## src/design/tbws_pkg.sv

```systemverilog
// Shared types, widths, constants and the arctangent table of the sampler.
// No dependencies; every other design file but tbws_queue and the macro header imports it.
`timescale 1ns / 1ps
`default_nettype none

package tbws_pkg;

   localparam int CODE_W  = 24;
   localparam int MASS_W  = 22;
   localparam int FRAC_W  = 16;
   localparam int STAT_W  = 2;
   localparam int CUT_W   = 18;

   localparam int CORDIC_STEPS_DEF = 20;
   localparam int QUEUE_DEPTH_DEF  = 4;

   // Datapath widths.
   localparam int XY_W   = 36;
   localparam int ANG_W  = 34;
   localparam int NUM_W  = 55;
   localparam int DEN_W  = 33;
   localparam int QUOT_W = 23;

   localparam logic [MASS_W-1:0] MASS_MAX = '1;

   typedef enum logic [STAT_W-1:0] {
      STATUS_OK        = 2'd0,
      STATUS_BAD_WIDTH = 2'd1,
      STATUS_BAD_CODE  = 2'd2
   } status_type;

   // Resonance codes (absolute values) and their lower mass cuts in 1/256 MeV.
   localparam logic [CODE_W-1:0] CODE_OMEGA  = 24'd223;
   localparam logic [CODE_W-1:0] CODE_RHO0   = 24'd113;
   localparam logic [CODE_W-1:0] CODE_PHI    = 24'd333;
   localparam logic [CODE_W-1:0] CODE_RHOP   = 24'd213;
   localparam logic [CODE_W-1:0] CODE_KSTAR0 = 24'd313;
   localparam logic [CODE_W-1:0] CODE_KSTARP = 24'd323;

   localparam logic [CUT_W-1:0] CUT_OMEGA  = 18'd34560;
   localparam logic [CUT_W-1:0] CUT_RHO0   = 18'd71455;
   localparam logic [CUT_W-1:0] CUT_PHI    = 18'd106015;
   localparam logic [CUT_W-1:0] CUT_RHOP   = 18'd70285;
   localparam logic [CUT_W-1:0] CUT_KSTAR0 = 18'd161961;
   localparam logic [CUT_W-1:0] CUT_KSTARP = 18'd160937;

   // atan(2^-i) with a full turn equal to 2^32.
   localparam logic signed [ANG_W-1:0] ATAN_TAB [32] = '{
      34'sd536870912, 34'sd316933406, 34'sd167458907, 34'sd85004756,
      34'sd42667331,  34'sd21354465,  34'sd10679838,  34'sd5340245,
      34'sd2670163,   34'sd1335087,   34'sd667544,    34'sd333772,
      34'sd166886,    34'sd83443,     34'sd41722,     34'sd20861,
      34'sd10430,     34'sd5215,      34'sd2608,      34'sd1304,
      34'sd652,       34'sd326,       34'sd163,       34'sd81,
      34'sd41,        34'sd20,        34'sd10,        34'sd5,
      34'sd3,         34'sd1,         34'sd1,         34'sd0
   };

   typedef struct packed {
      logic             known;
      logic [CUT_W-1:0] cut;
   } cut_type;

   // One classified item, as it travels from the front end to the back end.
   typedef struct packed {
      status_type        status;
      logic [CUT_W-1:0]  lo;
      logic [MASS_W-1:0] mean;
      logic [MASS_W-1:0] fw;
      logic [MASS_W-1:0] hi;
      logic [FRAC_W-1:0] u;
   } item_type;

   function automatic cut_type lower_cut(input logic [CODE_W-1:0] mag);
      cut_type r;
      r.known = 1'b1;
      case (mag)
         CODE_OMEGA:  r.cut = CUT_OMEGA;
         CODE_RHO0:   r.cut = CUT_RHO0;
         CODE_PHI:    r.cut = CUT_PHI;
         CODE_RHOP:   r.cut = CUT_RHOP;
         CODE_KSTAR0: r.cut = CUT_KSTAR0;
         CODE_KSTARP: r.cut = CUT_KSTARP;
         default: begin
            r.known = 1'b0;
            r.cut   = '0;
         end
      endcase
      return r;
   endfunction

endpackage

`default_nettype wire

```

## src/design/tbws_if.sv

```systemverilog
// Valid/ready channel interfaces for the sampler's request and response beats.
// Depends on tbws_pkg for the field widths.
`timescale 1ns / 1ps
`default_nettype none

interface tbws_req_if import tbws_pkg::*; ();
   logic                     valid;
   logic                     ready;
   logic signed [CODE_W-1:0] particle_code;
   logic [MASS_W-1:0]        mean_mass;
   logic [MASS_W-1:0]        full_width;
   logic [MASS_W-1:0]        upper_cut;
   logic [FRAC_W-1:0]        uniform_fraction;

   modport source (output valid, particle_code, mean_mass, full_width, upper_cut,
                   uniform_fraction, input ready);
   modport sink   (input valid, particle_code, mean_mass, full_width, upper_cut,
                   uniform_fraction, output ready);
endinterface


`default_nettype wire

```

## src/design/tbws_front.sv

```systemverilog
// Front end: takes request beats, checks width and code, looks up the lower cut.
// Depends on tbws_pkg and tbws_req_if.
`timescale 1ns / 1ps
`default_nettype none

module tbws_front import tbws_pkg::*; (
   input  logic      clock,
   input  logic      reset,
   tbws_req_if.sink  req_if,
   output item_type  item,
   output logic      item_valid,
   input  logic      item_ready
);

   logic              valid_ff, valid_in;
   item_type          item_ff, item_in;
   logic              take;
   logic [CODE_W-1:0] raw;
   logic [CODE_W-1:0] mag;
   cut_type           cut;

   assign take          = !valid_ff || item_ready;
   assign req_if.ready  = take;
   assign raw           = req_if.particle_code;
   assign mag           = raw[CODE_W-1] ? (~raw + 1'b1) : raw;
   assign cut           = lower_cut(mag);

   always_comb begin
      item_in  = item_ff;
      valid_in = valid_ff;
      if (take) begin
         valid_in     = req_if.valid;
         item_in.lo   = cut.cut;
         item_in.mean = req_if.mean_mass;
         item_in.fw   = req_if.full_width;
         item_in.hi   = req_if.upper_cut;
         item_in.u    = req_if.uniform_fraction;
         // A zero width wins over an unknown code.
         if (req_if.full_width == '0) begin
            item_in.status = STATUS_BAD_WIDTH;
         end else if (!cut.known) begin
            item_in.status = STATUS_BAD_CODE;
         end else begin
            item_in.status = STATUS_OK;
         end
      end
   end

   always_ff @(posedge clock) begin
      if (reset) begin
         valid_ff <= 1'b0;
      end else begin
         valid_ff <= valid_in;
      end
      item_ff <= item_in;
   end

   assign item       = item_ff;
   assign item_valid = valid_ff;

endmodule

`default_nettype wire

```

## src/flat_wrapper.sv

```systemverilog
// flat-port wrapper written by rule: the top's interface ports become plain ports
module tbws_front_flat import tbws_pkg::*;
  (clock, reset, item, item_valid, item_ready, req_if_valid, req_if_particle_code, req_if_mean_mass, req_if_full_width, req_if_upper_cut, req_if_uniform_fraction, req_if_ready);
  tbws_req_if req_if_i ();
  input  logic clock;
  input  logic reset;
  output item_type item;
  output logic item_valid;
  input  logic item_ready;
  input wire logic [$bits(req_if_i.valid)-1:0] req_if_valid;
  input wire logic [$bits(req_if_i.particle_code)-1:0] req_if_particle_code;
  input wire logic [$bits(req_if_i.mean_mass)-1:0] req_if_mean_mass;
  input wire logic [$bits(req_if_i.full_width)-1:0] req_if_full_width;
  input wire logic [$bits(req_if_i.upper_cut)-1:0] req_if_upper_cut;
  input wire logic [$bits(req_if_i.uniform_fraction)-1:0] req_if_uniform_fraction;
  output wire logic [$bits(req_if_i.ready)-1:0] req_if_ready;
  assign req_if_i.valid = req_if_valid;
  assign req_if_i.particle_code = req_if_particle_code;
  assign req_if_i.mean_mass = req_if_mean_mass;
  assign req_if_i.full_width = req_if_full_width;
  assign req_if_i.upper_cut = req_if_upper_cut;
  assign req_if_i.uniform_fraction = req_if_uniform_fraction;
  assign req_if_ready = req_if_i.ready;
  tbws_front u_core (.clock(clock), .reset(reset), .req_if(req_if_i), .item(item), .item_valid(item_valid), .item_ready(item_ready));
endmodule
```

## config.mk

```make
export PLATFORM = sky130hd
export DESIGN_NAME = tbws_front_flat
export DESIGN_NICKNAME = d
export VERILOG_FILES = /design/src/design/tbws_pkg.sv /design/src/design/tbws_if.sv /design/src/design/tbws_front.sv /design/src/flat_wrapper.sv
export SDC_FILE = /design/constraint.sdc
export NUM_CORES = 1
export LEC_CHECK = 0
export BUFFER_PORTS_ARGS = -buffer_cell sky130_fd_sc_hd__buf_4
export CELL_PAD_IN_SITES_DETAIL_PLACEMENT = 0
export CELL_PAD_IN_SITES_GLOBAL_PLACEMENT = 1
export CORE_MARGIN = 2
export CORE_UTILIZATION = 34
export CTS_CLUSTER_DIAMETER = 50
export DETAILED_ROUTE_END_ITERATION = 8
export PLACE_DENSITY_LB_ADDON = 0.1
export SYNTH_ARGS = -nofsm -noshare
export SYNTH_HDL_FRONTEND = slang
export SYNTH_SLANG_ARGS = --single-unit
```

## constraint.sdc

```tcl
create_clock -name clock -period 4 [get_ports clock]
set_input_delay 0.4 -clock clock [delete_from_list [all_inputs] [get_ports clock]]
set_output_delay 0.4 -clock clock [all_outputs]
set_load 0.01 [all_outputs]
```

## After elaboration in Yosys (flattened, before gate mapping)

Index checks and enable logic that the tools add are counted.

- Register bits after elaboration: 103
- Input bits: 110
- Logic and storage cells: 23

- $add $sub $neg: 1
- Eq/ne operators: 6
- Mux-type cells: 4
- Bitwise logic cells: 1
- Reduce and logical (&&, ||, !) cells: 4

Operators with widths:

| cell | count |
|---|---|
| $pmux 18 s6 | 1 |
| $eq 24x9->1 const B | 3 |
| $eq 24x8->1 const B | 2 |
| $add 24x1->24 const B | 1 |
| $eq 24x7->1 const B | 1 |
| $mux 24 | 1 |
| $not 24->24 | 1 |
| $logic_not 22->1 | 1 |
| $reduce_or 6->1 | 1 |
| $mux 2 | 1 |
| $logic_not 1->1 | 1 |
| $logic_or 1x1->1 | 1 |
| $mux 1 | 1 |

## Depth between registers and ports, before layout

Gate-level depths: netlist of the first run.

- Word-level depth: 7
- Gate-level depth with buffers: 11
- Mapped depth without buffers: 10

## Worst setup path before layout of the first run

No wires, ideal clock.

- Path kind: input to register
- Start: input item_ready
- End: register u_core.item_ff, in the netlist u_core.item[0], enable pin
- Arrival time: 2.771 ns
- Data required time: 3.527 ns
- Path slack: 0.756 ns
- Cell stages on the path: 1
- Buffers on the path: 0
- Cells stage by stage: nand2b_1

- Word-level cells in the longest chain between the ends: 1

Ends and longest elaborated chain:

| item | line | source |
|---|---|---|
| start, declared | flat_wrapper.sv:9 | `input logic item_ready;` |
| $logic_or 1x1->1 | tbws_front.sv:22 | `assign take = !valid_ff \|\| item_ready;` |
| end signal, assigned | tbws_front.sv:55 | `item_ff <= item_in;` |
| end, declared | tbws_front.sv:16 | `item_type item_ff, item_in;` |

Every way passes these cells.
A chain may end at the register's enable or synchronous reset.

## Worst setup path after layout of the first run

- Start: input req_if_particle_code[0]
- End: register u_core.item_ff, in the netlist u_core.item[101] (data pin)

- Word-level cells in the longest chain between the ends: 7
- Elaborated cells between the ends (all ways): 12

Ends and longest elaborated chain:

| item | line | source |
|---|---|---|
| start, declared | flat_wrapper.sv:11 | `input wire logic [$bits(req_if_i.particle_code)-1:0] req_if_particle_code;` |
| $not 24->24 | tbws_front.sv:25 | `assign mag = raw[CODE_W-1] ? (~raw + 1'b1) : raw;` |
| $add 24x1->24 | tbws_front.sv:25 |  |
| $mux 24 * | tbws_front.sv:25 |  |
| $eq 24x8->1 (tied with other cells) | tbws_pkg.sv:77 | `case (mag)` |
| $reduce_or 6->1 (no line) * | - |  |
| $mux 1 * | tbws_pkg.sv:77 |  |
| $mux 2 * | tbws_front.sv:41 | `end else if (!cut.known) begin` |

Every way passes the cells marked *; elsewhere a longest branch is shown, timed or not.

==> qor.csv, run 1 <==
metric,value,unit
startpoint,req_if_particle_code[0],
finClkSkew,0.00576,ns
drcViolationCount,0,
start_util,0.345,
synth_area_per_cell,13.6,um2
synth_area,0.00411,mm2
cap_viol_max_count,0,
slew_headroom,0.266,
grt.total_usage,0.182,
final_common_cell,buf_4,
io_buffers,212,
gp_congestion,0.859,
ioPinCount,214,
fin_crit,3.32,ns
synthMuxAreaShare,0.00730,
fillers,1066,
synth.distinct_cells,54,
tritoncts,done,
mostFrequentLayoutCells,"217 x buf_4, 94 x edfxtp_1, 24 x nor2_1",
via_per_inst,5.12,
cts_max_path_buffers,2,
synth-simple-area-share,0.158,
fin_crit_sh,0.831,
die_area,0.0130,mm2
clk_pin_slew_worst_paths,0.06,ns
synth_nets,414,
wl,12200,um
postCtsHoldBufs,0,
tns,0,ns
via_count,3385,
cts_inserted_buffers,9,
rsz0062_at_grt,no,
place_inst,645,
power_density,393,mW/mm2
instances_no_fill,661,
chipWidth,114,um
die_y,114,um
worstPathArrival,3.39,ns
ys_warn_count,0,
wl_per_cell,18.5,um
drtAntennaViolNets,0,
hold_violations,0,
synth_area_leaders,"edfxtp_1 69%, nor2_1 2.2%, nand2_1 1.9%",
synth_top_area_share,0.686,
multi_input_comb_area,0.00113,mm2
insertion_delay,0.33,ns
cts_sinks,95,
worst_slew_pin_slew,1.10,ns
ys_seq_elements,95,
reg2reg_from,u_core.item_valid,
holdCritPathClass,primary input to register,
drt-initial-drc-count,386,
core_area,0.0119,mm2
status,"finished, final reports clean",
min_from,reset,
num_rows,40,
antenna_found_initial,0,
postCtsSetupRepairBufs,0,
n_antenna_cell,0,
finalSetupViolCount,0,
slew_viol_final,0,
layout.nets,620,
globalRouteOverflowTotal,0,
dp_hpwl,9460,um
synthAdderAreaFrac,0.00304,
regArea,0.00284,mm2
area_growth,48.9,%
synth_xor_xnor_area_share,0.00852,
required,4.07,ns
synth_compound_area_frac,0.0943,
cts_resized,0,
cts_root_buffer,clkbuf_16,
synth_top_family_by_area,simple AND/OR/NAND/NOR gates,
grt_pass1_vias,3146,
syn_inst,303,
end_kind,register,
path_class,primary input to register,
ctsHtreeMaxLevel,3,
worst_hold_slack,0.219,ns
synth_enable_flop_cells,94,
start_kind,primary input,
vdd_drop_max,0.179,mV
grt_pass1_wl,18100,um
grt_max_degree,84,
synth_top_flop_cell,edfxtp_1,
layout-drive-gt1-share,0.475,
p_leak,2.55,nW
fmax,301,MHz
yosysSeqAreaShare,0.691,
first_pass_iters,4,
yosysTopAreaCell,edfxtp_1,
ys_async_sr_fraction,0,
path_max_fanout,10,
[logic make-up after synthesis]
| group | count (synthesis) |
|---|---|
| AOI/OAI and AO/OA | 54 |
| xor gates and xnor gates | 4 |
| adders and majority gates | 1 |
| buffers and inverters | 30 |
| DFF | 95 |
| muxes | 3 |
| other | 1 |
| and+or+nand+nor | 115 |
[final timing paths]
kind / to / slack, ns / cells past startpoint
min reg2reg: u_core.item[16] / 1.33 / 1
max reg2reg: u_core.item[81] / 2.13 / 2
min: u_core.item_valid / 0.22 / 2
max: u_core.item[101] / 0.68 / 11
[area by class of cell]
type                    count  area share
clock inverters             6      0.0139
well taps                 147      0.0300
repair buffers            217       0.266
multi-input cells         178       0.184
clock buffers              10      0.0374
inverters                   8     0.00490
flip-flops and latches     95       0.464
[report_power, final]
group / switching, W / internal [W] / total [W]
combinational: 0.000161 / 0.000174 / 0.000335
sequential: 0.0000194 / 0.00117 / 0.00118
clock: 0.000341 / 0.000545 / 0.000886
total: 0.000522 / 0.00188 / 0.00241
[metal layers]
metal	wire, um	vias to the layer above	track usage
li1	-	1603	-
met3	789	5	0.0388
met5	0	-	0
met4	99	0	0.0537
met1	5000	1630	0.230
met2	6350	147	0.315
[flip-flops by register name, indices dropped and copies added, names as in the netlist]
signal	count
u_core.item	94
u_core.item_valid	1
[through the flow]
step	util	cell area (um2)	total power, W	worst slack, ns
2_1_floorplan	-	4110	0.00133	0.756
3_3_place_gp	0.488	5810	0.00154	0.453
3_5_place_dp	0.488	5810	0.00154	0.364
4_1_cts	0.514	6130	0.00243	0.703
5_1_grt	0.514	6130	0.00250	0.492
6_report	0.514	6130	0.00241	0.678
[worst max-delay path, cell delays in order]
cell and delay (ns):
buf_4 0.12, inv_1 0.08, ha_1 0.33, or4b_2 0.67
nor2_1 0.27, a31oi_1 0.14, o41ai_1 0.36, nand4_1 0.28
or4_4 0.59, nand2b_2 0.10, nor3_1 0.05
[synth_stat cells (all sizes together) (4+ instances only)]
library cell,n
a21oi,9
nor3,10
nand2,21
buf,11
nor2,24
o21ai,6
edfxtp,94
nand3b,5
o22ai,4
clkbuf,11
or4,5
nand3,6
o41ai,6
and3,4
nor3b,4
nand4,5
a31oi,9
inv,8
nand2b,4
nor4,11
Note: power is estimated with default switching activity, not from simulation.
==> run 2: changes to the inputs <==
==> constraint.sdc (replaced) <==
create_clock -name clock -period 3.3 [get_ports clock]
set_input_delay 0.33 -clock clock [delete_from_list [all_inputs] [get_ports clock]]
set_output_delay 0.33 -clock clock [all_outputs]
set_load 0.01 [all_outputs]
==> run 2 against run 1 <==
Net effect: combinational power rose by 22%; clock skew fell by 0.0013 ns; highest routed layer unchanged; largest cell class unchanged; core utilization rose by 0.47 points; largest power group unchanged.
==> qor.csv, run 2 (synthesis results as in run 1) <==
metric,value,unit,change
status,"finished, final reports clean",,unchanged
power.switching,0.000631,W,was 0.000522 W
chipWidth,114,um,unchanged
place_ws,0.166,ns,was 0.364 ns
wl,12200,um,about the same
start_util,0.345,,unchanged
setup_ws,0.491,ns,was 0.678 ns
io_buffers,212,,unchanged
cts_sinks,95,,unchanged
via_per_inst,5.11,,was 5.12
cts_inserted_buffers,9,,unchanged
cap_viol_max_count,0,,unchanged
layout.nets,629,,was 620
drtAntennaViolNets,0,,unchanged
antenna_found_initial,0,,unchanged
worst_slew_pin_slew,0.743,ns,was 1.10 ns
p_leak,2.59,nW,was 2.55 nW
finalSetupViolCount,0,,unchanged
tritoncts,done,,unchanged
tns,0,ns,unchanged
wl_per_cell,18.2,um,was 18.5 um
drt-initial-drc-count,223,,was 386
postCtsSetupRepairBufs,0,,unchanged
grt_max_degree,54,,was 84
clockPowerShare,0.351,,was 0.368
grt_pass1_wl,18100,um,about the same
fin_crit,2.81,ns,
cts_max_path_buffers,2,,unchanged
n_antenna_cell,0,,unchanged
path_max_fanout,4,,was 10
die_area,0.0130,mm2,unchanged
start_kind,primary input,,unchanged
clk_pin_slew_worst_paths,0.06,ns,about the same
layout-drive-gt1-share,0.486,,was 0.475
power_density,460,mW/mm2,was 393 mW/mm2
rsz0062_at_grt,no,,unchanged
grt_pass1_vias,3213,,"was 3,146"
first_pass_iters,4,,unchanged
worstPathArrival,2.95,ns,was 3.39 ns
largest_reg_flops,94,,unchanged
globalRouteOverflowTotal,0,,unchanged
num_rows,40,,unchanged
holdCritPathClass,primary input to register,,unchanged
finClkSkew,0.00451,ns,was 0.00576 ns
fmax,356,MHz,
area_growth,50.3,%,was 48.9%
insertion_delay,0.33,ns,about the same
grt.total_usage,0.183,,was 0.182
gp_congestion,0.865,,was 0.859
cts_resized,0,,unchanged
via_count,3427,,"was 3,385"
path_class,primary input to register,,unchanged
hold_violations,0,,unchanged
mostFrequentLayoutCells,"225 x buf_4, 94 x edfxtp_1, 24 x nor2_1",,"was 217 x buf_4, 94 x edfxtp_1, 24 x nor2_1"
switching_share,0.222,,was 0.217
core_area,0.0119,mm2,unchanged
required,3.44,ns,was 4.07 ns
ioPinCount,214,,unchanged
drcViolationCount,0,,unchanged
die_y,114,um,unchanged
slew_headroom,0.498,,was 0.266
worst_hold_slack,0.146,ns,was 0.219 ns
fin_crit_sh,0.851,,
cts_root_buffer,clkbuf_16,,unchanged
end_kind,register,,unchanged
ctsHtreeMaxLevel,3,,unchanged
power.internal,0.00221,W,was 0.00188 W
power_frac_seq,0.505,,was 0.492
final_common_cell,buf_4,,unchanged
dp_hpwl,9620,um,was 9460 um
postCtsHoldBufs,0,,unchanged
vdd_drop_max,0.246,mV,was 0.179 mV
slew_viol_final,0,,unchanged
combPwrFrac,0.144,,was 0.139
## run 2: area by class of cell
class	instances	area, um2
clock buffer	10	229
multi-input combinational	178	1130
inverter	8	30.0
sequential	95	2840
tap	147	184
timing repair buffer	226	1710
clock inverter	6	61.3
fill	1072	5730
## run 2: worst max-delay path, cell delays in order
cell     delay [ns]
buf_4          0.12
inv_1          0.07
ha_1           0.20
or4b_2         0.61
nor2_1         0.19
a31oi_1        0.10
o41ai_1        0.35
nand4_1        0.22
or4_4          0.54
buf_4          0.16
o41ai_1        0.05
## run 2: power groups by stage
stage | logic (W) | clock network (W) | registers [W]
after floorplan | 0.000104 | 0 | 0.00151
after global placement | 0.000411 | 0 | 0.00146
after detailed placement | 0.000412 | 0 | 0.00146
after CTS | 0.000413 | 0.00102 | 0.00144
after global routing | 0.000442 | 0.00107 | 0.00144
final | 0.000410 | 0.000997 | 0.00144
## run 2: path summary, 6_finish.rpt
kind / cells after the start / endpoint / from / slack, ns
setup / recovery: 11 / u_core.item[90] / req_if_particle_code[0] / 0.49
hold / removal: 2 / u_core.item_valid / reset / 0.15
setup reg to reg: 2 / u_core.item[1] / u_core.item_valid / 1.73
hold reg to reg: 2 / u_core.item_valid / u_core.item_valid / 1.07
## run 2: through the flow
stage	utilization	cells	cell area [um2]	total power (W)
floorplan	-	303	4110	0.00161
global placement	0.495	654	5890	0.00187
detailed placement	0.495	654	5890	0.00187
CTS	0.519	670	6180	0.00287
global route	0.519	670	6180	0.00295
finish	0.519	670	6180	0.00284
## run 2: metal layers
layer,share of wire,wire (um),global-route usage,vias up
li1,-,-,-,1631
met1,0.39,4790,0.215,1650
met2,0.52,6330,0.326,129
met3,0.069,839,0.0436,17
met4,0.019,238,0.0659,0
met5,0,0,0,-
