--- config.mk ---
export PLATFORM = sky130hd
export DESIGN_NAME = tbws_queue
export DESIGN_NICKNAME = d
export VERILOG_FILES = /design/src/design/tbws_queue.sv
export SDC_FILE = /design/constraint.sdc
export NUM_CORES = 1
export LEC_CHECK = 0
export ABC_AREA = 1
export BUFFER_PORTS_ARGS = -buffer_cell sky130_fd_sc_hd__buf_2
export CAP_MARGIN = 15
export CELL_PAD_IN_SITES_DETAIL_PLACEMENT = 1
export CELL_PAD_IN_SITES_GLOBAL_PLACEMENT = 1
export CORE_UTILIZATION = 47
export CTS_BUF_LIST = sky130_fd_sc_hd__clkbuf_2 sky130_fd_sc_hd__clkbuf_4 sky130_fd_sc_hd__clkbuf_8
export CTS_CLUSTER_DIAMETER = 200
export DETAILED_ROUTE_END_ITERATION = 8
export GPL_ROUTABILITY_DRIVEN = 0
export GPL_TIMING_DRIVEN = 0
export PLACE_DENSITY = 0.81
export SETUP_SLACK_MARGIN = 0.02
export SLEW_MARGIN = 20
export SYNTH_ARGS = -nofsm -noshare
export SYNTH_HDL_FRONTEND = slang
export SYNTH_SLANG_ARGS = --single-unit
--- constraint.sdc ---
create_clock -name clock -period 1.86 [get_ports clock]
set_input_delay 0.279 -clock clock [delete_from_list [all_inputs] [get_ports clock]]
set_output_delay 0.279 -clock clock [all_outputs]
set_load 0.01 [all_outputs]
--- src/design/tbws_queue.sv ---
// Small register queue that decouples the front end from the back end.
// Depends on nothing but its parameters.
`timescale 1ns / 1ps
`default_nettype none

module tbws_queue #(
   parameter int WIDTH = 8,
   parameter int DEPTH = 4
) (
   input  logic             clock,
   input  logic             reset,
   input  logic             push_valid,
   input  logic [WIDTH-1:0] push_data,
   output logic             push_ready,
   output logic             pop_valid,
   output logic [WIDTH-1:0] pop_data,
   input  logic             pop_ready
);

   localparam int PTR_W = (DEPTH > 1) ? $clog2(DEPTH) : 1;
   localparam int CNT_W = $clog2(DEPTH + 1);

   logic [WIDTH-1:0] mem_ff [DEPTH];
   logic [PTR_W-1:0] wr_ptr_ff, wr_ptr_in;
   logic [PTR_W-1:0] rd_ptr_ff, rd_ptr_in;
   logic [CNT_W-1:0] count_ff, count_in;
   logic             push, pop;

   assign push_ready = count_ff != CNT_W'(DEPTH);
   assign pop_valid  = count_ff != '0;
   assign pop_data   = mem_ff[rd_ptr_ff];
   assign push       = push_valid && push_ready;
   assign pop        = pop_valid && pop_ready;

   always_comb begin
      wr_ptr_in = wr_ptr_ff;
      rd_ptr_in = rd_ptr_ff;
      if (push) begin
         wr_ptr_in = (wr_ptr_ff == PTR_W'(DEPTH - 1)) ? '0 : wr_ptr_ff + 1'b1;
      end
      if (pop) begin
         rd_ptr_in = (rd_ptr_ff == PTR_W'(DEPTH - 1)) ? '0 : rd_ptr_ff + 1'b1;
      end
      case ({push, pop})
         2'b10:   count_in = count_ff + 1'b1;
         2'b01:   count_in = count_ff - 1'b1;
         default: count_in = count_ff;
      endcase
   end

   always_ff @(posedge clock) begin
      if (reset) begin
         wr_ptr_ff <= '0;
         rd_ptr_ff <= '0;
         count_ff  <= '0;
      end else begin
         wr_ptr_ff <= wr_ptr_in;
         rd_ptr_ff <= rd_ptr_in;
         count_ff  <= count_in;
      end
      if (push) begin
         mem_ff[wr_ptr_ff] <= push_data;
      end
   end

endmodule

`default_nettype wire

* Word level (Yosys, flattened, before mapping)
Memories as Yosys holds them, arrays and structs flattened. A register that Yosys moved wholly into a read port is not among the register bits.
Cells that the tools add are included.
** Cells by class
- Add/sub/neg operators :: 4
- $mul :: 0
- Div/mod/pow operators :: 0
- Order comparisons :: 0
- Equality and inequality tests :: 5
- Shifts and indexed selects :: 0
- Mux-type cells :: 7
- Bitwise logic cells :: 0
- Reductions and logical operators :: 4
** Operator list (number)
- $mux 2 :: 4
- $eq 2x2->1 const B :: 3
- $pmux 3 s2 :: 1
- $add 2x1->2 const B :: 2
- $add 3x1->3 const B :: 1
- $ne 3x3->1 const B :: 1
- $reduce_bool 3->1 :: 1
- $sub 3x1->3 const B :: 1
- $eq 2x1->1 const B :: 1
- $logic_and 1x1->1 :: 2
- $mux 1 :: 2
- $reduce_bool 2->1 :: 1
** Storage, ports and cells
- Register bits after elaboration :: 7
- Latch bits :: 0
- Bits in writable memories :: 32
- ROM bits :: 0
- Memories kept :: 1
** Memories
- mem_ff :: words 4, bits a word 8, read ports 1, clocked after memory_dff 1, wr ports 1, line 23 : logic [WIDTH-1:0] mem_ff [DEPTH];

* Depth between registers and ports, before layout
Gate-level depths: netlist of the first run.
- Depth after elaboration :: 4
- Depth in mapped cells :: 13

* Worst setup path after synthesis of the first run
OpenSTA, ideal clock, no wires.
- Path type :: register to register
- Start point :: register count_ff[2]
- End point :: register count_ff[2]
- Setup time :: 0.110 ns
- Arrival :: 1.540 ns
- Data required time :: 1.750 ns
- Path slack :: 0.210 ns
- Stages on the path, launching flop included :: 14
- Period minus slack after synthesis :: 1.650 ns
- Cells stage by stage :: dfxtp_1 inv_1 nand2_1 nand2_1 inv_1 ha_1 inv_1 fa_1 inv_1 nand2_1 nand3_1 nand2_1 inv_1 nor2_1
** On the way
- Longest elaborated chain between the ends :: 4
** Ends and longest elaborated chain
- from (decl) :: line 26 : logic [CNT_W-1:0] count_ff, count_in;
- from (signal assigned) :: line 59 : count_ff <= count_in;
- $reduce_bool 3->1 (*) :: line 30 : assign pop_valid = count_ff != '0;
- net pop_valid :: line 15 : output logic pop_valid,
- $logic_and 1x1->1 (*) :: line 33 : assign pop = pop_valid && pop_ready;
- net pop :: line 27 : logic push, pop;
- $eq 2x1->1 / $eq 2x2->1 (equally long branches) :: line 44 : case ({push, pop})
- $pmux 3 s2 / $reduce_bool 2->1 (equally long branches)
The timed path passes the listed nets; every way through them passes the cells marked *.
A chain may end at the register's enable or synchronous reset.

==> impl_metrics.csv, run 1 <==
group,metric,value,unit
finish,num_antenna_cells,0,
detailed_routing,vias,1147,
floorplanning,row_count,21,
power_and_ir_drop,cellPowerDensity,1320,nW/um2
power_and_ir_drop,leakage,0.772,nW
timing,worst_pin_slew,0.813,ns
run_status,outcome,"complete, no violations",
grt,grt_pass1_wl,5180,um
grt,grt_pass1_vias,1180,
timing,fin_crit,1.75,ns
clock_network,clk_path_buf_depth,2,
worst_setup_path,reg2reg_depth,11,
grt,grt_usage,0.199,
finish,design_area,1950,um2
placement,dpl_cell_area,1860,um2
floorplanning,fp.dieH,62.1,um
clock_network,numClockSinks,41,
synthesis,yosysSeqAreaShare,0.673,
worst_setup_path,crit_path_cell_trace,"inv_2, buf_6, nor2_1, o22ai_1, buf_2",
worst_setup_path,path_class,"register to primary output",
timing,hold_violations,0,
worst_setup_path,end_kind,"primary output",
worst_setup_path,worstPathMaxFanout,10,
finish,post-route-util,0.575,
timing,max_freq,0.570,GHz
detailed_routing,drc,0,
worst_setup_path,cp.arrival,1.48,ns
timing,fin_tns_setup,0,ns
synthesis,yosys_register_bits,41,
synthesis,synth.mux.area_fraction,0,
synthesis,yosys_warnings,0,
floorplanning,core-area,3390,um2
detailed_routing,wl_per_cell,15.8,um
clock_network,clk_latency,0.33,ns
placement,post-place-ws,-0.00107,ns
floorplanning,io-pin-count,22,
synthesis,ys.flop_type,"edfxtp_1",
worst_setup_path,crit_slowest_cell,"dfxtp_2",
timing,setup_viol,0,
grt,overflow,0,
timing,report.final.slew_viol_count,0,
worst_setup_path,worstSetupStartpointType,"register",
grt,grt_max_degree,13,
clock_network,htree_levels,2,
timing,rsz0062_at_grt,"yes",
synthesis,synth_compound_area_frac,0.101,
placement,port_buffers,21,
synthesis,syn_area,1700,um2
floorplanning,initial_core_util,0.501,
job,cap_violations,0,
power_and_ir_drop,finalPower,2.57,mW
finish,syn2layout_area_growth,14.8,%
timing,layout_setup_ws,0.106,ns
finish,final_layout_size_suffix_gt1_frac,0.278,
finish,fin_nets,194,
power_and_ir_drop,peakVddDrop,670,uV
synthesis,yosysUniqueCellTypes,19,
timing,period_share,0.943,
hold_path,holdCritPathClass,"input port to register",
finish,fillCellCount,387,
synthesis,synthAdderAreaFrac,0.0560,
grt,antenna_found_initial,0,
synthesis,synth.net_count,165,
clock_network,cts_buffers,5,
detailed_routing,drt_pass1_iterations,3,
synthesis,synth.avg_cell_area,11.6,um2
floorplanning,die_w,62.1,um
synthesis,synth_xor_area_frac,0,
timing,slew_headroom,0.456,
detailed_routing,wirelength,3520,um
synthesis,async_flop_share,0,
timing,clock_skew,0.00752,ns
synthesis,synth_edf_count,32,
synthesis,synthCells,146,
clock_network,clk_pin_slew,0.11,ns
placement,dpl.hpwl,2490,um
worst_setup_path,max_stage_delay,0.39,ns
detailed_routing,drt_iter0_markers,22,
clock_network,clockRootBuffer,"clkbuf_4",
floorplanning,design.die.area,3850,um2
detailed_routing,via_per_inst,5.17,
worst_setup_path,cp.required,1.58,ns
hold_path,hold-path-cell-count,1,
synthesis,synth_top_family_by_area,"simple AND/OR/NAND/NOR gates",
detailed_routing,detail-route-antenna-nets,0,
clock_network,cts_tree,"yes",
synthesis,synthSimpleGateAreaFrac,0.117,
## worst max-delay path: cells and delay by family (launching register included)
kind | cells | cell delay (ns)
and+or+nand+nor | 1 | 0.06
DFF | 1 | 0.39
AOI/OAI and AO/OA | 1 | 0.22
buffers and inverters | 3 | 0.48
## stage by stage
step                std cells  hold WS [ns]
detailed placement        213         0.498
global route              222         0.131
global placement          213         0.487
floorplan                 146         0.378
finish                    222         0.156
CTS                       221         0.136
## worst paths after layout
path	slack (ns)	start	end
hold / removal	0.16	push_data[0]	mem_ff[0][0]$_DFFE_PP_
setup reg to reg	0.12	count_ff[1]$_SDFFE_PP0P_	count_ff[2]$_SDFFE_PP0P_
hold reg to reg	0.56	wr_ptr_ff[1]$_SDFFE_PP0P_	wr_ptr_ff[1]$_SDFFE_PP0P_
setup / recovery	0.11	register	pop_data[3]
## logic make-up after synthesis
logic type      Yosys count
fa+ha+maj                 7
compound gates           30
flops                    41
simple gates             48
buf+inv                  20
## flip-flops by register name (all words and copies together) (netlist names), named ones only
name / count
wr_ptr_ff: 2
count_ff: 3
mem_ff: 32
rd_ptr_ff: 2
## repair_timing
action,in CTS,in global routing
resized for setup,4,9
endpoints found under the setup margin,5,6
buffers inserted,0,1
hold buffers,0,0
gates cloned,0,0
## power breakdown
group,switching [mW],internal (mW),leakage [nW]
Clock,0.266,0.159,0.0354
Sequential,0.110,1.14,0.370
Combinational,0.550,0.346,0.366
Total,0.926,1.64,0.772
## synthesized netlist by cell type, types with 2 or more instances
library cell,count,area [um2]
ha_1,6,75.1
inv_1,17,63.8
dfxtp_1,9,180
o21ai_0,14,70.1
nand2_1,12,45.0
o21ai_2,3,26.3
nor2_1,29,109
nand3b_1,2,15.0
a21oi_1,4,20.0
edfxtp_1,32,961
buf_6,2,22.5
o22ai_1,8,50.1
nand2_2,2,12.5
## routing by layer
metal / GRT usage / part of all wire / up-vias
met5: 0 / 0 / -
met4: 0.0762 / 0.0060 / 0
met3: 0.0559 / 0.026 / 2
met2: 0.378 / 0.56 / 20
met1: 0.205 / 0.40 / 566
li1: - / - / 559
## layout by cell type (no fill, tap or decap), drive strengths merged
cell type / count
o21ai: 18
nand3: 1
clkinv: 2
dfxtp: 9
clkbuf: 6
nand2: 14
nand4: 1
buf: 24
edfxtp: 32
fa: 1
nand3b: 2
nor2: 30
ha: 6
a21oi: 4
o22ai: 8
inv: 18
## layout make-up
| type | instances | area, um2 | area share |
|---|---|---|---|
| flip-flops and latches | 41 | 1150 | 0.590 |
| repair buffers | 22 | 113 | 0.0578 |
| inverters | 18 | 67.6 | 0.0347 |
| well taps | 46 | 57.6 | 0.0295 |
| clock inverters | 2 | 10.0 | 0.00514 |
| plain buffers | 2 | 22.5 | 0.0116 |
| multi-input cells | 85 | 483 | 0.248 |
| clock buffers | 6 | 45.0 | 0.0231 |
No activity file was read; power rests on OpenSTA's default activity.
==> run 2: changes to the inputs <==
--- a/config.mk
+++ b/config.mk
@@ -6,7 +6,7 @@
 export NUM_CORES = 1
 export LEC_CHECK = 0
 export ABC_AREA = 1
-export BUFFER_PORTS_ARGS = -buffer_cell sky130_fd_sc_hd__buf_2
+export BUFFER_PORTS_ARGS = -buffer_cell sky130_fd_sc_hd__buf_4
 export CAP_MARGIN = 15
 export CELL_PAD_IN_SITES_DETAIL_PLACEMENT = 1
 export CELL_PAD_IN_SITES_GLOBAL_PLACEMENT = 1
==> impl_metrics.csv, run 2 (same netlist as run 1, synthesis figures left out) <==
group,metric,value,unit
clock_network,numClockSinks,41,
detailed_routing,dr_wl_met3,137,um
detailed_routing,via_per_inst,5.05,
finish,reg_top3,"mem_ff (32), count_ff (3)",
clock_network,cts_hold_buffers,0,
grt,grt_max_degree,13,
timing,hold_violations,0,
clock_network,clockRootBuffer,"clkbuf_4",
power_and_ir_drop,cellPowerDensity,1320,nW/um2
worst_setup_path,path_delay_family,"adder cells",
timing,max_freq,0.573,GHz
finish,ff_latch_area,1150,um2
finish,design_area,2030,um2
grt,antenna_found_initial,0,
clock_network,cts_tree,"yes",
floorplanning,design.die.area,3850,um2
worst_setup_path,end_kind,"register",
finish,fillCellCount,354,
worst_setup_path,reg2reg_to,"count_ff[2]$_SDFFE_PP0P_",
clock_network,htree_levels,2,
placement,dpl_cell_area,1910,um2
timing,worst_pin_slew,0.811,ns
finish,layout_common_cells,"edfxtp_1 (32), nor2_1 (29), buf_4 (24)",
floorplanning,die_w,62.1,um
detailed_routing,wl_met1,1440,um
finish,layout_commonest_cell,"edfxtp_1",
worst_setup_path,cp.arrival,1.99,ns
worst_setup_path,reg2reg_depth,13,
detailed_routing,dr_wl_met2,1800,um
placement,dpl.hpwl,2300,um
worst_setup_path,worstSetupStartpointType,"register",
finish,regMostFlops,"mem_ff",
power_and_ir_drop,peakVddDrop,687,uV
worst_setup_path,max_stage_delay,0.38,ns
run_status,outcome,"complete, no violations",
finish,multiInputGateArea,490,um2
worst_setup_path,crit_path_cell_trace,"nor2_4, nand2_2, nand2_2, inv_1, ha_2, inv_1, fa_2, inv_1, nand2_1, nand3_1, nand2_1, inv_1, nor2_1",
power_and_ir_drop,leakage,0.809,nW
finish,num_antenna_cells,0,
floorplanning,core-area,3390,um2
placement,port_buffers,21,
power_and_ir_drop,finalPower,2.69,mW
timing,period_share,0.939,
timing,setup_viol,0,
timing,fin_tns_setup,0,ns
worst_setup_path,crit_start,"count_ff[0]$_SDFFE_PP0P_",
clock_network,clk_pin_slew,0.12,ns
clock_network,cts_buffers,5,
job,cap_violations,0,
detailed_routing,drc,0,
floorplanning,initial_core_util,0.501,
detailed_routing,top_layer,"met4",
detailed_routing,wl_per_cell,15.3,um
finish,fin_nets,196,
finish,syn2layout_area_growth,19.8,%
detailed_routing,wirelength,3440,um
detailed_routing,detail-route-antenna-nets,0,
detailed_routing,drt_pass1_iterations,4,
detailed_routing,vias,1131,
worst_setup_path,r2r_setup_slack,0.11,ns
hold_path,hold-path-cell-count,1,
timing,report.final.slew_viol_count,0,
worst_setup_path,path_common_cell,"inv_1",
timing,whs,0.124,ns
floorplanning,fp.dieH,62.1,um
grt,grt_pass1_vias,1126,
grt,overflow,0,
floorplanning,io-pin-count,22,
worst_setup_path,worst-path-buf-inv,4,
worst_setup_path,cp.required,2.10,ns
timing,fin_crit,1.75,ns
worst_setup_path,crit_cells,13,
floorplanning,row_count,21,
worst_setup_path,path_class,"register to register",
timing,slew_headroom,0.457,
clock_network,clk_path_buf_depth,2,
grt,grt_usage,0.197,
finish,final_layout_size_suffix_gt1_frac,0.287,
finish,largest_reg_flops,32,
worst_setup_path,endpoint,"count_ff[2]$_SDFFE_PP0P_",
finish,post-route-util,0.599,
timing,rsz0062_at_grt,"no",
detailed_routing,drt_iter0_markers,39,
grt,grt_pass1_wl,5070,um
worst_setup_path,crit_slowest_cell,"dfxtp_4",
hold_path,holdCritPathClass,"input port to register",
timing,clock_skew,0.0138,ns
worst_setup_path,reg2reg_from,"count_ff[0]$_SDFFE_PP0P_",
worst_setup_path,worstPathMaxFanout,4,
clock_network,clk_latency,0.35,ns
-- run 2: cell count changes in the layout (fill, tap and decap cells not counted), moves of 2 or more --
cell     change
buf_2       -21
buf_4       +23
dfxtp_2      -2
dfxtp_4      +2
inv_2        -2
-- run 2: power by group --
| group | total, mW | internal, mW | switching [mW] | leakage [nW] |
|---|---|---|---|---|
| Combinational | 0.999 | 0.434 | 0.565 | 0.403 |
| Clock | 0.434 | 0.159 | 0.276 | 0.0354 |
| Sequential | 1.25 | 1.14 | 0.110 | 0.371 |
-- run 2: layout make-up --
type | instances | area share
clock inverter | 2 | 0.00493
buffer | 2 | 0.0111
sequential | 41 | 0.568
clock buffer | 6 | 0.0222
multi-input combinational | 85 | 0.241
inverter | 18 | 0.0351
tap | 46 | 0.0283
timing repair buffer | 24 | 0.0887
-- run 2: timing repair --
action | CTS | global route
pin swaps | 1 | 2
setup buffers | 0 | 3
gates resized for setup | 7 | 9
endpoints found under the setup margin | 1 | 9
-- run 2: per-stage QoR --
step           worst slack (ns)  cells
2_1_floorplan             0.210    146
3_3_place_gp              0.150    213
3_5_place_dp             0.0333    213
4_1_cts                  0.0224    221
5_1_grt                  0.0292    224
6_report                  0.113    224
-- run 2: worst min-delay path by stage --
stage	to	startpoint
final	mem_ff[1][1]$_DFFE_PP_	push_data[1]
after global routing	mem_ff[2][1]$_DFFE_PP_	push_data[1]
after CTS	mem_ff[3][1]$_DFFE_PP_	push_data[1]
after detailed placement	mem_ff[1][4]$_DFFE_PP_	push_data[4]
after global placement	mem_ff[0][6]$_DFFE_PP_	push_data[6]
after floorplan	mem_ff[0][0]$_DFFE_PP_	push_data[0]
-- run 2: layer usage --
metal	up-vias	track usage
li1	566	-
met1	536	0.199
met2	21	0.369
met3	8	0.0642
met4	0	0.0762
met5	-	0
==> run 3: changes to the inputs <==
--- a/config.mk
+++ b/config.mk
@@ -17,6 +17,7 @@
 export GPL_ROUTABILITY_DRIVEN = 0
 export GPL_TIMING_DRIVEN = 0
 export PLACE_DENSITY = 0.81
+export REMOVE_ABC_BUFFERS = 1
 export SETUP_SLACK_MARGIN = 0.02
 export SLEW_MARGIN = 20
 export SYNTH_ARGS = -nofsm -noshare
==> impl_metrics.csv, run 3 (same netlist as run 1, synthesis figures left out) <==
group,metric,value,unit
grt,grt_pass1_wl,5200,um
grt,grt_max_degree,18,
timing,fin_tns_setup,0,ns
timing,slew_headroom,0.481,
worst_setup_path,reg2reg_depth,5,
timing,setup_viol,0,
timing,worst_pin_slew,0.775,ns
hold_path,hp-start,"push_data[4]",
worst_setup_path,path_class,"register to register",
grt,antenna_found_initial,0,
finish,layout_commonest_cell,"edfxtp_1",
floorplanning,row_count,21,
floorplanning,design.die.area,3850,um2
detailed_routing,drt_iter0_markers,36,
finish,syn2layout_area_growth,18.7,%
timing,clock_skew,0.00828,ns
worst_setup_path,worstSetupStartpointType,"register",
clock_network,numClockSinks,41,
grt,grt_pass1_vias,1148,
finish,final_layout_size_suffix_gt1_frac,0.281,
detailed_routing,via_per_inst,5.08,
hold_path,min_to,"mem_ff[1][4]$_DFFE_PP_",
worst_setup_path,reg2reg_to,"mem_ff[0][2]$_DFFE_PP_",
grt,grt_usage,0.204,
power_and_ir_drop,switching_power,0.936,mW
detailed_routing,drt_pass1_iterations,4,
worst_setup_path,end_kind,"register",
worst_setup_path,max_stage_delay,0.59,ns
clock_network,clockRootBuffer,"clkbuf_4",
finish,layout_common_cells,"edfxtp_1 (32), nor2_1 (29), buf_4 (26)",
clock_network,cts_tree,"yes",
clock_network,clk_pin_slew,0.12,ns
finish,ff_latch_area,1150,um2
power_and_ir_drop,cellPowerDensity,1310,nW/um2
placement,port_buffers,21,
finish,num_antenna_cells,0,
power_and_ir_drop,p_int,1.71,mW
clock_network,clk_path_buf_depth,2,
finish,multiInputGateArea,483,um2
timing,report.final.slew_viol_count,0,
worst_setup_path,cp.required,1.84,ns
clock_network,htree_levels,2,
power_and_ir_drop,leakage,0.802,nW
timing,hold_violations,0,
finish,layoutNonFillerInstCount,224,
detailed_routing,drc,0,
worst_setup_path,cp.arrival,1.69,ns
run_status,outcome,"complete, no violations",
clock_network,clk_latency,0.34,ns
finish,largest_reg_flops,32,
power_and_ir_drop,peakVddDrop,664,uV
floorplanning,io-pin-count,22,
floorplanning,core-area,3390,um2
hold_path,hold-path-cell-count,1,
finish,fin_nets,196,
finish,fillCellCount,380,
hold_path,holdCritPathClass,"input port to register",
floorplanning,die_w,62.1,um
worst_setup_path,crit_path_cell_trace,"nor2_4, nand2_2, nand2_4, buf_4, nor2_1",
power_and_ir_drop,swShare,0.353,
timing,rsz0062_at_grt,"no",
placement,dpl.hpwl,2480,um
detailed_routing,wirelength,3490,um
timing,fin_crit,1.71,ns
timing,period_share,0.919,
detailed_routing,detail-route-antenna-nets,0,
power_and_ir_drop,p_comb_frac,0.363,
detailed_routing,vias,1138,
timing,layout_setup_ws,0.150,ns
placement,post-place-ws,0.0415,ns
grt,overflow,0,
finish,design_area,2010,um2
worst_setup_path,crit_slowest_cell,"nor2_1",
job,cap_violations,0,
worst_setup_path,reg2reg_from,"count_ff[1]$_SDFFE_PP0P_",
finish,regMostFlops,"mem_ff",
floorplanning,initial_core_util,0.501,
placement,dpl.cell_count,211,
timing,max_freq,0.585,GHz
placement,dpl_cell_area,1890,um2
finish,reg_top3,"mem_ff (32), count_ff (3)",
detailed_routing,wl_per_cell,15.6,um
power_and_ir_drop,pwr-share-clk,0.166,
power_and_ir_drop,pwr-share-seq,0.472,
worst_setup_path,worstPathMaxFanout,8,
worst_setup_path,r2r_setup_slack,0.15,ns
clock_network,cts_buffers,5,
floorplanning,fp.dieH,62.1,um
==> run 3: what timing repair did <==
item / in CTS / in global routing
setup endpoints to repair: 9 / 6
setup buffers: 0 / 5
pin swaps: 0 / 2
resized for setup: 4 / 9
hold buffers: 0 / 0
==> run 3: per-layer routing <==
layer | wire length [um] | part of all wire | vias to the layer above | global-route usage
met4 | 48 | 0.014 | 0 | 0.0857
met2 | 1990 | 0.57 | 16 | 0.378
li1 | - | - | 562 | -
met1 | 1360 | 0.39 | 556 | 0.214
met5 | 0 | 0 | - | 0
met3 | 91 | 0.026 | 4 | 0.0559
==> run 3: how the worst max path moves through the flow <==
stage | start | to | slack, ns | depth (start not counted)
after floorplan | count_ff[2]$_SDFFE_PP0P_ | count_ff[2]$_SDFFE_PP0P_ | 0.21 | 13
after global placement | count_ff[1]$_SDFFE_PP0P_ | count_ff[2]$_SDFFE_PP0P_ | 0.13 | 12
after global routing | count_ff[2]$_SDFFE_PP0P_ | count_ff[2]$_SDFFE_PP0P_ | 0.03 | 12
final | count_ff[1]$_SDFFE_PP0P_ | mem_ff[0][2]$_DFFE_PP_ | 0.15 | 5
after CTS | count_ff[1]$_SDFFE_PP0P_ | count_ff[2]$_SDFFE_PP0P_ | 0.02 | 13
after detailed placement | register | pop_data[3] | 0.04 | 4
==> run 3: area by class of cell <==
| cell class | count | share of cell area |
|---|---|---|
| sequential | 41 | 0.572 |
| timing repair buffer | 26 | 0.0969 |
| inverter | 18 | 0.0354 |
| multi-input combinational | 85 | 0.240 |
| clock buffer | 6 | 0.0224 |
| tap | 46 | 0.0286 |
| clock inverter | 2 | 0.00497 |
==> run 3: critical path: cells and delay by family (launching register included) <==
family,cells,cell delay [ns]
AND/OR/NAND/NOR,4,0.82
flip-flops,1,0.38
buffers and inverters,1,0.15
==> run 3: stage by stage <==
step / total power, mW / hold WS, ns / util
3_5_place_dp: 2.15 / 0.486 / 0.557
5_1_grt: 2.84 / 0.110 / 0.594
6_report: 2.65 / 0.132 / 0.594
4_1_cts: 2.58 / 0.117 / 0.575
2_1_floorplan: 1.75 / 0.378 / -
3_3_place_gp: 2.07 / 0.478 / 0.557
==> run 3: power by group through the flow <==
stage                     sequential [mW]  combinational (mW)  clock [mW]
final                                1.25               0.960       0.439
after global routing                 1.26                1.09       0.480
after CTS                            1.25               0.885       0.445
after detailed placement             1.27               0.882           0
after global placement               1.25               0.819           0
after floorplan                      1.22               0.528           0
